**src/rtl/core/imu_frame_deframer_tlv_core_assert.svh**
```systemverilog
// Assertion macros for the deframer core
`ifndef IMU_FRAME_DEFRAMER_TLV_CORE_ASSERT_SVH
`define IMU_FRAME_DEFRAMER_TLV_CORE_ASSERT_SVH
// implication checked every clock, ignored during reset
`define IFD_ASSERT_IMPL(lbl, ante, cons) \
  lbl: assert property (@(posedge clk) disable iff (!rst_n) (ante) |-> (cons)) \
    else $error("assertion failed");
// property that must hold on every clock out of reset
`define IFD_ASSERT_ALWAYS(lbl, cond) \
  lbl: assert property (@(posedge clk) disable iff (!rst_n) (cond)) \
    else $error("assertion failed");
`endif

```
**src/rtl/core/ifd_pkg.sv**
```systemverilog
// ----------------------------------------------------------------------------
// ifd_pkg
// Shared types and constants for the sync/length TLV deframer.
// ----------------------------------------------------------------------------
package ifd_pkg;
  localparam int MaxRecordBytes = 20;
  localparam int NumKinds       = 10;
  localparam int RecCntW        = 8;

  // front to back command queue
  localparam int CmdQDepth = 4;
  localparam int CmdQAw    = $clog2(CmdQDepth);
  localparam logic [CmdQAw:0] CmdQFull = (CmdQAw + 1)'(CmdQDepth);

  localparam logic [7:0] Sync1 = 8'h59;
  localparam logic [7:0] Sync2 = 8'h53;

  localparam logic [1:0] StOk       = 2'd0;
  localparam logic [1:0] StCkFail   = 2'd1;
  localparam logic [1:0] StTrunc    = 2'd2;
  localparam logic [1:0] StMismatch = 2'd3;

  localparam logic [3:0] KindSummary = 4'd0;

  typedef logic [NumKinds-1:0] kind_mask_t;

  // result item
  typedef struct packed {
    logic [3:0]  record_kind;
    logic [1:0]  frame_status;
    logic [15:0] transaction_id;
    logic [63:0] payload_lo;
    logic [63:0] payload_mid;
    logic [31:0] payload_hi;
    logic        last_of_frame;
  } ifd_result_t;

  // front to back: one finished frame, or one record write
  typedef struct packed {
    logic        is_frame;      // 1 frame end, 0 record store write
    logic        good;
    logic [1:0]  status;
    logic [15:0] tid;
    kind_mask_t  present;
    logic [3:0]  kidx;          // kind index for a store write
    logic [159:0] value;
  } ifd_cmd_t;

  function automatic logic [7:0] kind_id(input int k);
    logic [7:0] r;
    case (k)
      0: r = 8'h01;
      1: r = 8'h10;
      2: r = 8'h20;
      3: r = 8'h40;
      4: r = 8'h41;
      5: r = 8'h50;
      6: r = 8'h51;
      7: r = 8'h52;
      8: r = 8'h68;
      default: r = 8'h70;
    endcase
    return r;
  endfunction

  function automatic logic [7:0] kind_size(input int k);
    logic [7:0] r;
    case (k) inside
      0: r = 8'd2;
      1, 2, 3: r = 8'd12;
      4: r = 8'd16;
      5: r = 8'd11;
      6, 7: r = 8'd4;
      8: r = 8'd20;
      default: r = 8'd12;
    endcase
    return r;
  endfunction
endpackage

```
**src/rtl/core/ifd_if.sv**
```systemverilog
// ----------------------------------------------------------------------------
// ifd_byte_if / ifd_result_if
// Valid/ready channels for the received bytes and the result items.
// ----------------------------------------------------------------------------
interface ifd_byte_if;
  logic       valid;
  logic       ready;
  logic [7:0] rx_byte;
  modport source (output valid, output rx_byte, input ready);
  modport sink   (input valid, input rx_byte, output ready);
endinterface

interface ifd_result_if;
  logic        valid;
  logic        ready;
  logic [3:0]  record_kind;
  logic [1:0]  frame_status;
  logic [15:0] transaction_id;
  logic [63:0] payload_lo;
  logic [63:0] payload_mid;
  logic [31:0] payload_hi;
  logic        last_of_frame;
  modport source (output valid, output record_kind, output frame_status,
                  output transaction_id, output payload_lo, output payload_mid,
                  output payload_hi, output last_of_frame, input ready);
  modport sink   (input valid, input record_kind, input frame_status,
                  input transaction_id, input payload_lo, input payload_mid,
                  input payload_hi, input last_of_frame, output ready);
endinterface

```
**src/rtl/core/ifd_front.sv**
```systemverilog
// ----------------------------------------------------------------------------
// ifd_front
// Byte parser: sync hunt, header, checksum and record framing.
// ----------------------------------------------------------------------------
module ifd_front (
  input  logic              clk,
  input  logic              rst_n,
  input  logic              byte_valid,
  input  logic [7:0]        byte_data,
  output logic              byte_ready,
  output logic              cmd_valid,
  output ifd_pkg::ifd_cmd_t cmd,
  input  logic              cmd_ready
);
  import ifd_pkg::*;

  typedef enum logic [3:0] {
    PH_HUNT1, PH_HUNT2, PH_TIDLO, PH_TIDHI, PH_LEN,
    PH_RID, PH_RLEN, PH_RVAL, PH_CK1, PH_CK2
  } phase_t;

  phase_t       phase_r;
  logic [15:0]  tid_r;
  logic [7:0]   flen_r, pcnt_r, suma_r, sumb_r, ck1_r, rid_r, rlen_r;
  logic [RecCntW-1:0] rcnt_r;
  logic [159:0] stage_r;
  kind_mask_t   present_r;
  logic [1:0]   status_r;
  logic         cmd_valid_r;
  ifd_cmd_t     cmd_r;

  // a byte may need to post a command; hold it off while one is pending
  assign byte_ready = !cmd_valid_r || cmd_ready;
  assign cmd_valid  = cmd_valid_r;
  assign cmd        = cmd_r;

  logic [7:0] b, sa_n, sb_n, pcnt_n, rcnt_n;
  logic       rec_end, hit, size_ok, acc, rec_wr, cmd_fire;
  logic [3:0] hidx;
  logic [159:0] stage_n;
  phase_t     pl_ph_n;   // payload phase after this byte
  logic [1:0] pl_st_n;

  always_comb begin
    b      = byte_data;
    acc    = byte_valid && byte_ready;
    sa_n   = suma_r + b;
    sb_n   = sumb_r + sa_n;
    pcnt_n = pcnt_r + 8'd1;
    rcnt_n = rcnt_r + 8'd1;
    stage_n = stage_r;
    if (rcnt_r < 8'(MaxRecordBytes))
      stage_n[{rcnt_r[4:0], 3'b000} +: 8] = b;
    // record end when value complete or zero-length header
    rec_end = (phase_r == PH_RLEN && b == 8'd0) ||
              (phase_r == PH_RVAL && rcnt_n == rlen_r);
    hit  = 1'b0;
    hidx = '0;
    for (int k = 0; k < NumKinds; k++) begin
      if (kind_id(k) == rid_r && !hit) begin
        hit  = 1'b1;
        hidx = 4'(k);
      end
    end
    size_ok = (phase_r == PH_RLEN) ? (kind_size(int'(hidx)) == 8'd0)
                                   : (kind_size(int'(hidx)) == rlen_r);
    pl_ph_n = phase_r;
    pl_st_n = status_r;
    if (phase_r == PH_RID) pl_ph_n = PH_RLEN;
    else if (phase_r == PH_RLEN) pl_ph_n = (b == 8'd0) ? PH_RID : PH_RVAL;
    else if (rec_end) pl_ph_n = PH_RID;
    rec_wr = 1'b0;
    if (rec_end && hit) begin
      if (!size_ok) pl_st_n = StMismatch;
      else rec_wr = 1'b1;
    end
    if (pcnt_n == flen_r) begin
      if (pl_ph_n != PH_RID) pl_st_n = StTrunc;
      pl_ph_n = PH_CK1;
    end
    cmd_fire = acc && (rec_wr || phase_r == PH_CK2);
  end

  always_ff @(posedge clk) begin
    if (!rst_n) begin
      phase_r <= PH_HUNT1;
      cmd_valid_r <= 1'b0;
      tid_r <= '0; flen_r <= '0; pcnt_r <= '0; suma_r <= '0; sumb_r <= '0;
      ck1_r <= '0; rid_r <= '0; rlen_r <= '0; rcnt_r <= '0; stage_r <= '0;
      present_r <= '0; status_r <= StOk;
    end else begin
      cmd_valid_r <= cmd_fire || (cmd_valid_r && !cmd_ready);
      if (acc) begin
        unique case (phase_r) inside
          PH_HUNT1: if (b == Sync1) phase_r <= PH_HUNT2;
          PH_HUNT2: begin
            if (b == Sync2) begin
              suma_r <= '0; sumb_r <= '0; present_r <= '0; status_r <= StOk;
              phase_r <= PH_TIDLO;
            end else if (b != Sync1) phase_r <= PH_HUNT1;
          end
          PH_TIDLO: begin
            tid_r <= {8'd0, b}; suma_r <= sa_n; sumb_r <= sb_n;
            phase_r <= PH_TIDHI;
          end
          PH_TIDHI: begin
            tid_r[15:8] <= b; suma_r <= sa_n; sumb_r <= sb_n;
            phase_r <= PH_LEN;
          end
          PH_LEN: begin
            flen_r <= b; pcnt_r <= '0; suma_r <= sa_n; sumb_r <= sb_n;
            phase_r <= (b == 8'd0) ? PH_CK1 : PH_RID;
          end
          PH_RID, PH_RLEN, PH_RVAL: begin
            suma_r <= sa_n; sumb_r <= sb_n; pcnt_r <= pcnt_n;
            if (phase_r == PH_RID) begin
              rid_r <= b; rcnt_r <= '0; stage_r <= '0;
            end else if (phase_r == PH_RLEN) begin
              rlen_r <= b;
            end else begin
              stage_r <= stage_n; rcnt_r <= rcnt_n;
            end
            if (rec_wr) begin
              present_r[hidx] <= 1'b1;
              cmd_r.is_frame  <= 1'b0;
              cmd_r.kidx      <= hidx;
              cmd_r.value     <= (phase_r == PH_RVAL) ? stage_n : 160'd0;
            end
            status_r <= pl_st_n;
            phase_r  <= pl_ph_n;
          end
          PH_CK1: begin ck1_r <= b; phase_r <= PH_CK2; end
          PH_CK2: begin
            cmd_r.is_frame <= 1'b1;
            cmd_r.good     <= (ck1_r == suma_r) && (b == sumb_r);
            cmd_r.status   <= ((ck1_r == suma_r) && (b == sumb_r)) ? status_r : StCkFail;
            cmd_r.tid      <= tid_r;
            cmd_r.present  <= present_r;
            phase_r        <= PH_HUNT1;
          end
          default: phase_r <= PH_HUNT1;
        endcase
      end
    end
  end
endmodule

```
**src/rtl/core/ifd_back.sv**
```systemverilog
// ----------------------------------------------------------------------------
// ifd_back
// Command queue, shadow store and frame-end result emitter.
// ----------------------------------------------------------------------------
module ifd_back (
  input  logic              clk,
  input  logic              rst_n,
  input  logic              cmd_valid,
  input  ifd_pkg::ifd_cmd_t cmd,
  output logic              cmd_ready,
  output logic              res_valid,
  output ifd_pkg::ifd_result_t res,
  input  logic              res_ready
);
  import ifd_pkg::*;

  ifd_cmd_t   q_r [CmdQDepth];
  logic [CmdQAw-1:0] wp_r, rp_r;
  logic [CmdQAw:0]   cnt_r;

  typedef enum logic [1:0] {B_IDLE, B_EMIT, B_SUM} bstate_t;
  bstate_t    st_r;
  ifd_cmd_t   cur_r;
  logic [3:0] k_r;
  logic       rd_pend_r;
  logic [159:0] mem_r [NumKinds];
  logic [159:0] rd_r;
  logic       res_valid_r;
  ifd_result_t res_r;

  assign cmd_ready = cnt_r != CmdQFull;
  assign res_valid = res_valid_r;
  assign res       = res_r;

  logic push, pop, oslot, res_fire;
  ifd_cmd_t head;
  assign head  = q_r[rp_r];
  assign oslot = !res_valid_r || res_ready;
  // the queue drains only while the emitter is idle, so store writes of the
  // next frame never overtake a frame still being read out
  assign pop   = cnt_r != '0 && st_r == B_IDLE;
  assign push  = cmd_valid && cmd_ready;

  // next present kind at or after k_r
  logic       nfound;
  logic [3:0] nidx;
  always_comb begin
    nfound = 1'b0;
    nidx   = '0;
    for (int k = 0; k < NumKinds; k++) begin
      if (!nfound && 4'(k) >= k_r && cur_r.present[k]) begin
        nfound = 1'b1;
        nidx   = 4'(k);
      end
    end
  end

  assign res_fire = oslot && ((st_r == B_SUM) ||
                              (st_r == B_EMIT && nfound && rd_pend_r));

  always_ff @(posedge clk) begin
    if (push) q_r[wp_r] <= cmd;
    if (pop && !head.is_frame) mem_r[head.kidx] <= head.value;
    rd_r <= mem_r[nidx];
  end

  always_ff @(posedge clk) begin
    if (!rst_n) begin
      wp_r <= '0; rp_r <= '0; cnt_r <= '0;
      st_r <= B_IDLE; res_valid_r <= 1'b0; k_r <= '0; rd_pend_r <= 1'b0;
    end else begin
      if (push) wp_r <= wp_r + CmdQAw'(1);
      if (pop)  rp_r <= rp_r + CmdQAw'(1);
      cnt_r <= cnt_r + (CmdQAw + 1)'(push) - (CmdQAw + 1)'(pop);
      res_valid_r <= res_fire || (res_valid_r && !res_ready);
      unique case (st_r)
        B_IDLE: if (pop && head.is_frame) begin
          cur_r <= head; k_r <= '0; rd_pend_r <= 1'b0;
          st_r  <= head.good ? B_EMIT : B_SUM;
        end
        B_EMIT: begin
          if (!nfound) st_r <= B_SUM;
          else if (!rd_pend_r) rd_pend_r <= 1'b1;  // store read in flight
          else if (oslot) begin
            res_r <= '{record_kind: nidx + 4'd1, frame_status: cur_r.status,
                       transaction_id: cur_r.tid, payload_lo: rd_r[63:0],
                       payload_mid: rd_r[127:64], payload_hi: rd_r[159:128],
                       last_of_frame: 1'b0};
            k_r <= nidx + 4'd1;
            rd_pend_r <= 1'b0;
          end
        end
        B_SUM: if (oslot) begin
          res_r <= '{record_kind: KindSummary, frame_status: cur_r.status,
                     transaction_id: cur_r.tid, payload_lo: 64'd0,
                     payload_mid: 64'd0, payload_hi: 32'd0, last_of_frame: 1'b1};
          st_r <= B_IDLE;
        end
        default: st_r <= B_IDLE;
      endcase
    end
  end
endmodule

```
**src/rtl/core/imu_frame_deframer_tlv_core.sv**
```systemverilog
// ----------------------------------------------------------------------------
// imu_frame_deframer_tlv_core
// Sync/length framed TLV deframer with Fletcher-style check.
// ----------------------------------------------------------------------------
// One received byte is taken per cycle unless the front's single command
// register holds a request the back end has not yet taken. The front parser
// hunts 0x59 0x53, reads id, length and payload records and checks the two
// trailing sums; each good record request goes through a four-entry queue
// and is written into the shadow store by the back end. After the second
// check byte a good frame yields one result per kind present (kind order),
// then a summary with last_of_frame set; a bad frame yields the summary only.
// The queue drains only while the emitter is idle. Once a frame-end request
// leaves the queue, the back end takes the request, does a registered store
// read before each record result, closes the scan and presents the summary;
// a bad frame goes straight to the summary. Input stalls while that burst
// runs and the queue plus command register fill with the next frame's
// record requests, or while the output is backpressured.
module imu_frame_deframer_tlv_core (
  input logic clk,
  input logic rst_n,
  ifd_byte_if.sink     in_ch,
  ifd_result_if.source out_ch
);
  import ifd_pkg::*;
  `include "imu_frame_deframer_tlv_core_assert.svh"

  logic        cmd_valid, cmd_ready;
  ifd_cmd_t    cmd;
  ifd_result_t res;

  ifd_front u_front (
    .clk, .rst_n,
    .byte_valid(in_ch.valid), .byte_data(in_ch.rx_byte), .byte_ready(in_ch.ready),
    .cmd_valid, .cmd, .cmd_ready
  );

  ifd_back u_back (
    .clk, .rst_n, .cmd_valid, .cmd, .cmd_ready,
    .res_valid(out_ch.valid), .res, .res_ready(out_ch.ready)
  );

  assign out_ch.record_kind    = res.record_kind;
  assign out_ch.frame_status   = res.frame_status;
  assign out_ch.transaction_id = res.transaction_id;
  assign out_ch.payload_lo     = res.payload_lo;
  assign out_ch.payload_mid    = res.payload_mid;
  assign out_ch.payload_hi     = res.payload_hi;
  assign out_ch.last_of_frame  = res.last_of_frame;

  // summary always marks the end of a frame, and vice versa
  `IFD_ASSERT_ALWAYS(a_last_kind,
    !out_ch.valid || ((out_ch.record_kind == KindSummary) == out_ch.last_of_frame))
  // a checksum fail never comes with a record result
  `IFD_ASSERT_IMPL(a_ckfail_sum,
    out_ch.valid && out_ch.frame_status == StCkFail, out_ch.last_of_frame)
  // a pending command never lets a new byte in without being taken
  `IFD_ASSERT_IMPL(a_cmd_hold, cmd_valid && !cmd_ready, !in_ch.ready)
endmodule
```
**src/flat_wrapper.sv**
```systemverilog
// flat-port wrapper written by rule: the top's interface ports become plain ports
module imu_frame_deframer_tlv_core_flat import ifd_pkg::*;
  (clk, rst_n, in_ch_valid, in_ch_rx_byte, in_ch_ready, out_ch_valid, out_ch_record_kind, out_ch_frame_status, out_ch_transaction_id, out_ch_payload_lo, out_ch_payload_mid, out_ch_payload_hi, out_ch_last_of_frame, out_ch_ready);
  ifd_byte_if in_ch_i ();
  ifd_result_if out_ch_i ();
  input logic clk;
  input logic rst_n;
  input wire logic [$bits(in_ch_i.valid)-1:0] in_ch_valid;
  input wire logic [$bits(in_ch_i.rx_byte)-1:0] in_ch_rx_byte;
  output wire logic [$bits(in_ch_i.ready)-1:0] in_ch_ready;
  output wire logic [$bits(out_ch_i.valid)-1:0] out_ch_valid;
  output wire logic [$bits(out_ch_i.record_kind)-1:0] out_ch_record_kind;
  output wire logic [$bits(out_ch_i.frame_status)-1:0] out_ch_frame_status;
  output wire logic [$bits(out_ch_i.transaction_id)-1:0] out_ch_transaction_id;
  output wire logic [$bits(out_ch_i.payload_lo)-1:0] out_ch_payload_lo;
  output wire logic [$bits(out_ch_i.payload_mid)-1:0] out_ch_payload_mid;
  output wire logic [$bits(out_ch_i.payload_hi)-1:0] out_ch_payload_hi;
  output wire logic [$bits(out_ch_i.last_of_frame)-1:0] out_ch_last_of_frame;
  input wire logic [$bits(out_ch_i.ready)-1:0] out_ch_ready;
  assign in_ch_i.valid = in_ch_valid;
  assign in_ch_i.rx_byte = in_ch_rx_byte;
  assign in_ch_ready = in_ch_i.ready;
  assign out_ch_valid = out_ch_i.valid;
  assign out_ch_record_kind = out_ch_i.record_kind;
  assign out_ch_frame_status = out_ch_i.frame_status;
  assign out_ch_transaction_id = out_ch_i.transaction_id;
  assign out_ch_payload_lo = out_ch_i.payload_lo;
  assign out_ch_payload_mid = out_ch_i.payload_mid;
  assign out_ch_payload_hi = out_ch_i.payload_hi;
  assign out_ch_last_of_frame = out_ch_i.last_of_frame;
  assign out_ch_i.ready = out_ch_ready;
  imu_frame_deframer_tlv_core u_core (.clk(clk), .rst_n(rst_n), .in_ch(in_ch_i), .out_ch(out_ch_i));
endmodule
```
**config.mk**
```make
export PLATFORM = sky130hd
export DESIGN_NAME = imu_frame_deframer_tlv_core_flat
export DESIGN_NICKNAME = d
export VERILOG_FILES = /design/src/rtl/core/ifd_pkg.sv /design/src/rtl/core/ifd_if.sv /design/src/rtl/core/ifd_front.sv /design/src/rtl/core/ifd_back.sv /design/src/rtl/core/imu_frame_deframer_tlv_core.sv /design/src/flat_wrapper.sv
export VERILOG_INCLUDE_DIRS = /design/src /design/src/rtl/core
export SDC_FILE = /design/constraint.sdc
export NUM_CORES = 2
export LEC_CHECK = 0
export CORE_MARGIN = 4
export CORE_UTILIZATION = 25
export DETAILED_ROUTE_END_ITERATION = 10
export DONT_BUFFER_PORTS = 1
export GPL_TIMING_DRIVEN = 0
export PLACE_DENSITY_LB_ADDON = 0.15
export REMOVE_ABC_BUFFERS = 1
export SYNTH_ARGS = -nofsm -noshare
export SYNTH_HDL_FRONTEND = slang
export SYNTH_SLANG_ARGS = --single-unit
```
**constraint.sdc**
```tcl
create_clock -name clk -period 14.82 [get_ports clk]
set_clock_uncertainty 0.05 [all_clocks]
set_input_delay 2.964 -clock clk [delete_from_list [all_inputs] [get_ports clk]]
set_output_delay 2.964 -clock clk [all_outputs]
set_load 0.1 [all_outputs]
```
* Yosys cells after proc, flatten, opt, wreduce, memory -nomap -nowiden
Memory sizes are Yosys's and may differ from the RTL's. A register that Yosys moved wholly into a read port is not among the register bits.
Index checks and enable logic that the tools add are counted.
** Word-level totals
- Input port bits :: 12
- Output and inout bits :: 185
- Bits in latches :: 0
- Memories kept :: 2
- Memory bits (read-only) :: 0
- Memory bits (writable) :: 2376
- Word-level logic and storage cells :: 336
- Register bits :: 677
** Cells by class
- Reduce and logical (&&, ||, !) cells :: 111
- $mul :: 0
- Magnitude comparators :: 13
- Add/sub/neg operators :: 10
- Muxes and demuxes :: 107
- Shifts and indexed selects :: 2
- Div/mod/pow operators :: 0
- Bitwise operators :: 2
- Equal/unequal tests :: 50
** Memory list
- u_core.u_back.mem_r :: words 10, width 160, read ports 1, clocked after memory_dff 1, wr ports 1, RTL line ifd_back.sv:26 : logic [159:0] mem_r [NumKinds];
- u_core.u_back.q_r :: words 4, width 194, read ports 1, clocked after memory_dff 1, wr ports 1, RTL line ifd_back.sv:17 : ifd_cmd_t q_r [CmdQDepth];
** Operator list (count)
- 183-bit 2-to-1 mux :: 4
- 160-bit 2-to-1 mux :: 3
- 183-bit one-hot mux with 2 select lines :: 1
- 160-bit bitwise mux :: 1
- 8-bit by 10-bit variable shift with 160-bit output (first input constant) :: 1
- 8-bit by 10-bit indexed part select with 160-bit output :: 1
- 4-bit 2-to-1 mux :: 28
- 8-bit 2-to-1 mux :: 8
- 8-bit one-hot mux with 2 select lines :: 4
- 7-bit by 8-bit equality test with 1-bit output (first input constant) :: 7
- 1-bit logical AND :: 44
- 8-bit equality test :: 5
- 1-bit 2-to-1 mux :: 35
- 4-bit by 3-bit equality test with 1-bit output (second input constant) :: 8
- 4-bit one-hot mux with 7 select lines :: 1
- 3-bit AND reduction :: 9
- 2-bit 2-to-1 mux :: 12
- 1-bit zero test :: 23
- 10-bit 2-to-1 mux :: 2
- 10-bit one-hot mux with 2 select lines :: 1
- 8-bit by 1-bit adder with 8-bit output (second input constant) :: 2
- 8-bit adder :: 2
- 4-bit by 2-bit equality test with 1-bit output (second input constant) :: 4
- 8-bit by 7-bit equality test with 1-bit output (second input constant) :: 2
- other kinds (46) :: 87

* Depth between registers and ports, before layout
- Word-level depth :: 44
- Depth in mapped cells :: 13
- Depth with buffers taken out :: 12

* Modules after synthesis
A second synthesis with hierarchy kept.
** Unflattened totals
- Cell total of the unflattened synthesis :: 7640
- Area total of the unflattened synthesis :: 121641.7 µm²
** By module, submodules not included
- ifd_back :: cells each 5556, area an instance 101521.1 µm², instances 1, sequential area each 81227.9 µm²
- ifd_front :: cells each 2084, area an instance 20120.5 µm², instances 1, sequential area each 10970.5 µm²

* Worst setup path after synthesis
No wires, ideal clock.
- Path type :: in2reg
- Start point :: input rst_n
- End point :: register u_core.u_back.res_r (netlist bit u_core.u_back.res[0]), enable pin
- Arrival :: 12065 ps
- Library setup time :: 788 ps
- Setup slack :: 1917 ps
- Cell stages on the path :: 3
- Data required time :: 13982 ps
- Cells stage by stage :: clkbuf_1 -> nand2_1 -> a21oi_1
** Between the ends
- Cells in the longest elaborated chain, start to end :: 1
** Ends and longest elaborated chain
- start, declared :: RTL line flat_wrapper.sv:7 : input logic rst_n;
- 6-bit AND reduction (no source line)
- end signal, assigned :: RTL line ifd_back.sv:85 : res_r <= '{record_kind: nidx + 4'd1, frame_status: cur_r.status,
- end signal, assigned :: RTL line ifd_back.sv:94 : res_r <= '{record_kind: KindSummary, frame_status: cur_r.status,
- end, declared :: RTL line ifd_back.sv:29 : ifd_result_t res_r;
Every way passes these cells.
A chain may end at the register's enable or synchronous reset.

* Worst setup path after layout
- Start point :: register u_core.u_front.rcnt_r[0]
- End point :: register u_core.u_front.cmd_r (netlist bit u_core.u_front.cmd[104]), enable pin
** Between the ends
- Cells in the longest elaborated chain, start to end :: 7
** Ends and longest elaborated chain
- start, declared :: RTL line ifd_front.sv:25 : logic [RecCntW-1:0] rcnt_r;
- start signal, assigned :: RTL line ifd_front.sv:121 : stage_r <= stage_n; rcnt_r <= rcnt_n;
- 8-bit by 1-bit adder with 8-bit output :: RTL line ifd_front.sv:50 : rcnt_n = rcnt_r + 8'd1;
- 8-bit equality test :: RTL line ifd_front.sv:56 : (phase_r == PH_RVAL && rcnt_n == rlen_r);
- 1-bit logical AND :: RTL line ifd_front.sv:56
- 1-bit logical OR :: RTL line ifd_front.sv:55 : rec_end = (phase_r == PH_RLEN && b == 8'd0) ||
- 1-bit logical AND :: RTL line ifd_front.sv:73 : if (rec_end && hit) begin
- 1-bit 2-to-1 mux :: RTL line ifd_front.sv:73
- 4-bit AND reduction (no source line)
- end, declared :: RTL line ifd_front.sv:30 : ifd_cmd_t cmd_r;
Every way passes these cells.

==> impl_metrics.json <==
{
  "design_area_mm2": 0.143,
  "seq_area_frac_synth": 0.777,
  "synth.area.top_cells": "edfxtp_1 (70%), mux4_2 (9.8%), dfxtp_1 (7.3%)",
  "areaGrowthSynthToFinish_pct": 20.6,
  "ir_drop_mv": 0.129,
  "post-place-ws_ps": 8380,
  "first_pass_iters": 5,
  "status": "complete, no violations",
  "drive_gt1_frac": 0.204,
  "slew_headroom": 0.0602,
  "layout_setup_ws_ps": 9260,
  "dpl_cell_area_mm2": 0.131,
  "synthArstFlopShare": 0,
  "yosys.cell_types.count": 81,
  "max_freq_mhz": 180,
  "io_pins": 197,
  "cts.sinks": 3215,
  "netlist_area_mm2": 0.119,
  "synth_seq_cells": 3215,
  "seqPwrFrac": 0.488,
  "syn_area_per_cell_um2": 18.7,
  "design.die.area_mm2": 0.486,
  "start_util": 0.251,
  "p_total_w": 0.0236,
  "grt_start_max_net_pins": 78,
  "gp_congestion": 0.704,
  "portBuffers": 0,
  "finalCritPeriodShare": 0.375,
  "grtUsageTotal": 0.136,
  "use_met3": 0.0234,
  "cts_hold_buf": 0,
  "grt_pass1_wl_um": 475000,
  "hold_path.class": "reg -> reg",
  "dieHeight_um": 697,
  "pwr-share-comb": 0.123,
  "antenna_found_initial": 20,
  "clkPwrFrac": 0.389,
  "routed_wl_um": 336000,
  "top_usage_layer": "met2",
  "netlist.area_leader.share": 0.704,
  "critPathMaxFanout": 77,
  "use_met2": 0.226,
  "cts_inserted_buffers": 377,
  "core-area_mm2": 0.472,
  "initialDrtViolationCount": 4640,
  "cp-end-kind": "register",
  "synth_common_cells": "edfxtp_1 (2781), mux4_2 (514), nand2_1 (497)",
  "cts_resized": 0,
  "die_w_um": 697,
  "cts-root-buf": "clkbuf_16",
  "synthFlopType": "edfxtp_1",
  "power.leakage_nw": 46.6,
  "setup_tns_ps": 0,
  "drc": 0,
  "worstMarginPinSlew_ps": 1400,
  "required_ps": 15350,
  "synthCells": 6336,
  "p_sw_frac": 0.265,
  "powerDensity_mw_per_mm2": 165,
  "cp.arrival_ps": 6090,
  "hpwl_um": 202000,
  "hold_viol_final": 0,
  "clk_pin_slew_ps": 60,
  "setup_viol": 0,
  "cts_tree": "yes",
  "yosysWarnings": 0,
  "drtAntennaViolNets": 0,
  "worst-setup-path-type": "reg -> reg",
  "drv_slew": 0,
  "htreeDepth": 5,
  "grt.overflow.total": 0,
  "grt_pass1_vias": 63000,
  "fin_nets": 6687,
  "fin_hold_ws_ps": 375,
  "cp-start-kind": "register",
  "cts_setup_buffers": 0,
  "cap_violations": 0,
  "net-switching-power_w": 0.00626,
  "rsz0062_at_grt": "no",
  "vias": 59700,
  "rows": 252,
  "yosysTopAreaCell": "edfxtp_1",
  "cts_max_path_buffers": 4,
  "cell_internal_pwr_w": 0.0174,
  "grt.met1_usage": 0.182,
  "synth-edff-count": 2781,
  "period_minus_slack_ps": 5560,
  "yosysMostFrequentCell": "edfxtp_1",
  "wl_per_cell_um": 25.4,
  "clock_latency_ps": 960,
  "viasPerCell": 4.52
}
## critical path: stages, from the launching register on
cell and delay (ps):
dfxtp_1 830, inv_1 250, ha_1 690, xnor2_1 180, nand3_1 100, nor4b_1 380
nand2_1 130, o21ai_0 700, nand4_2 480, inv_8 340, buf_16 390, buf_16 460
## cells in the final DEF, fill, tap and decap left out, types with 104 or more instances in the layout
master     instances
a21oi_1          117
a22o_1           104
and2_1           199
buf_12           135
clkbuf_1         109
clkbuf_16        383
dfxtp_1          432
edfxtp_1        2781
mux2i_1          139
mux4_2           514
nand2_1          495
nand3_1          198
nor2_1           286
o221ai_1         161
## layer usage
metal  share of wire  vias to the layer above
li1                -                    25900
met1            0.44                    31900
met2            0.49                     1389
met3           0.047                      484
met4           0.026                        2
met5        0.000033                        -
## flip-flops by register name, summed over array words and instances (netlist names), 8 cells and up, named ones only
register / count
u_core.u_back.mem_r: 1600
u_core.u_back.q_r: 776
u_core.u_front.cmd: 194
u_core.u_back.res: 183
u_core.u_back.rd_r: 160
u_core.u_front.stage_r: 160
u_core.u_back.cur_r: 28
u_core.u_front.tid_r: 16
u_core.u_front.present_r: 10
u_core.u_front.ck1_r: 8
u_core.u_front.flen_r: 8
u_core.u_front.pcnt_r: 8
u_core.u_front.rcnt_r: 8
u_core.u_front.rid_r: 8
u_core.u_front.rlen_r: 8
u_core.u_front.suma_r: 8
u_core.u_front.sumb_r: 8
## metrics by stage
stage          cells   util
2_1_floorplan   5973      -
3_3_place_gp   12200  0.265
3_5_place_dp   12500  0.277
4_1_cts        13200  0.303
5_1_grt        13200  0.303
6_report       13200  0.303
## cell families (layout without fill, tap and decap cells)
| logic type | count (synthesis) | in the layout | synth area share |
|---|---|---|---|
| other | 0 | 7 | 0 |
| and+or+nand+nor | 1387 | 1387 | 0.0543 |
| DFF | 3215 | 3215 | 0.777 |
| adders and majority gates | 30 | 30 | 0.00335 |
| muxes | 654 | 654 | 0.109 |
| buffers and inverters | 395 | 1031 | 0.0136 |
| xor gates and xnor gates | 58 | 58 | 0.00428 |
| AOI/OAI and AO/OA | 597 | 597 | 0.0376 |
## power groups by stage
stage / sequential, W / clock [W] / combinational, W
final: 0.0115 / 0.00919 / 0.00291
after global routing: 0.0116 / 0.00991 / 0.00317
after CTS: 0.0116 / 0.00952 / 0.00307
after detailed placement: 0.0118 / 0 / 0.00306
after global placement: 0.0122 / 0 / 0.00211
after floorplan: 0.0120 / 0 / 0.00145
## layout make-up
type                            instances  area (um^2)
Clock inverter                        176         1780
Sequential cell                      3215        92200
Tap cell                             6223         7790
Antenna cell                            7         17.5
Multi-Input combinational cell       2726        25000
Inverter                               32          140
Timing Repair Buffer                  293         5620
Clock buffer                          530        10500
Fill cell                           45600       329000
## final timing paths
| check | start | end | slack, ps | cells past startpoint |
|---|---|---|---|---|
| min reg2reg | u_core.u_front.tid_r[5] | u_core.u_front.cmd[179] | 370 | 0 |
| max reg2reg | u_core.u_front.rcnt_r[0] | u_core.u_front.cmd[104] | 9260 | 11 |
| max | u_core.u_front.rcnt_r[0] | u_core.u_front.cmd[104] | 9260 | 11 |
| min | u_core.u_front.tid_r[5] | u_core.u_front.cmd[179] | 370 | 0 |
Note: power is estimated with default switching activity, not from simulation.
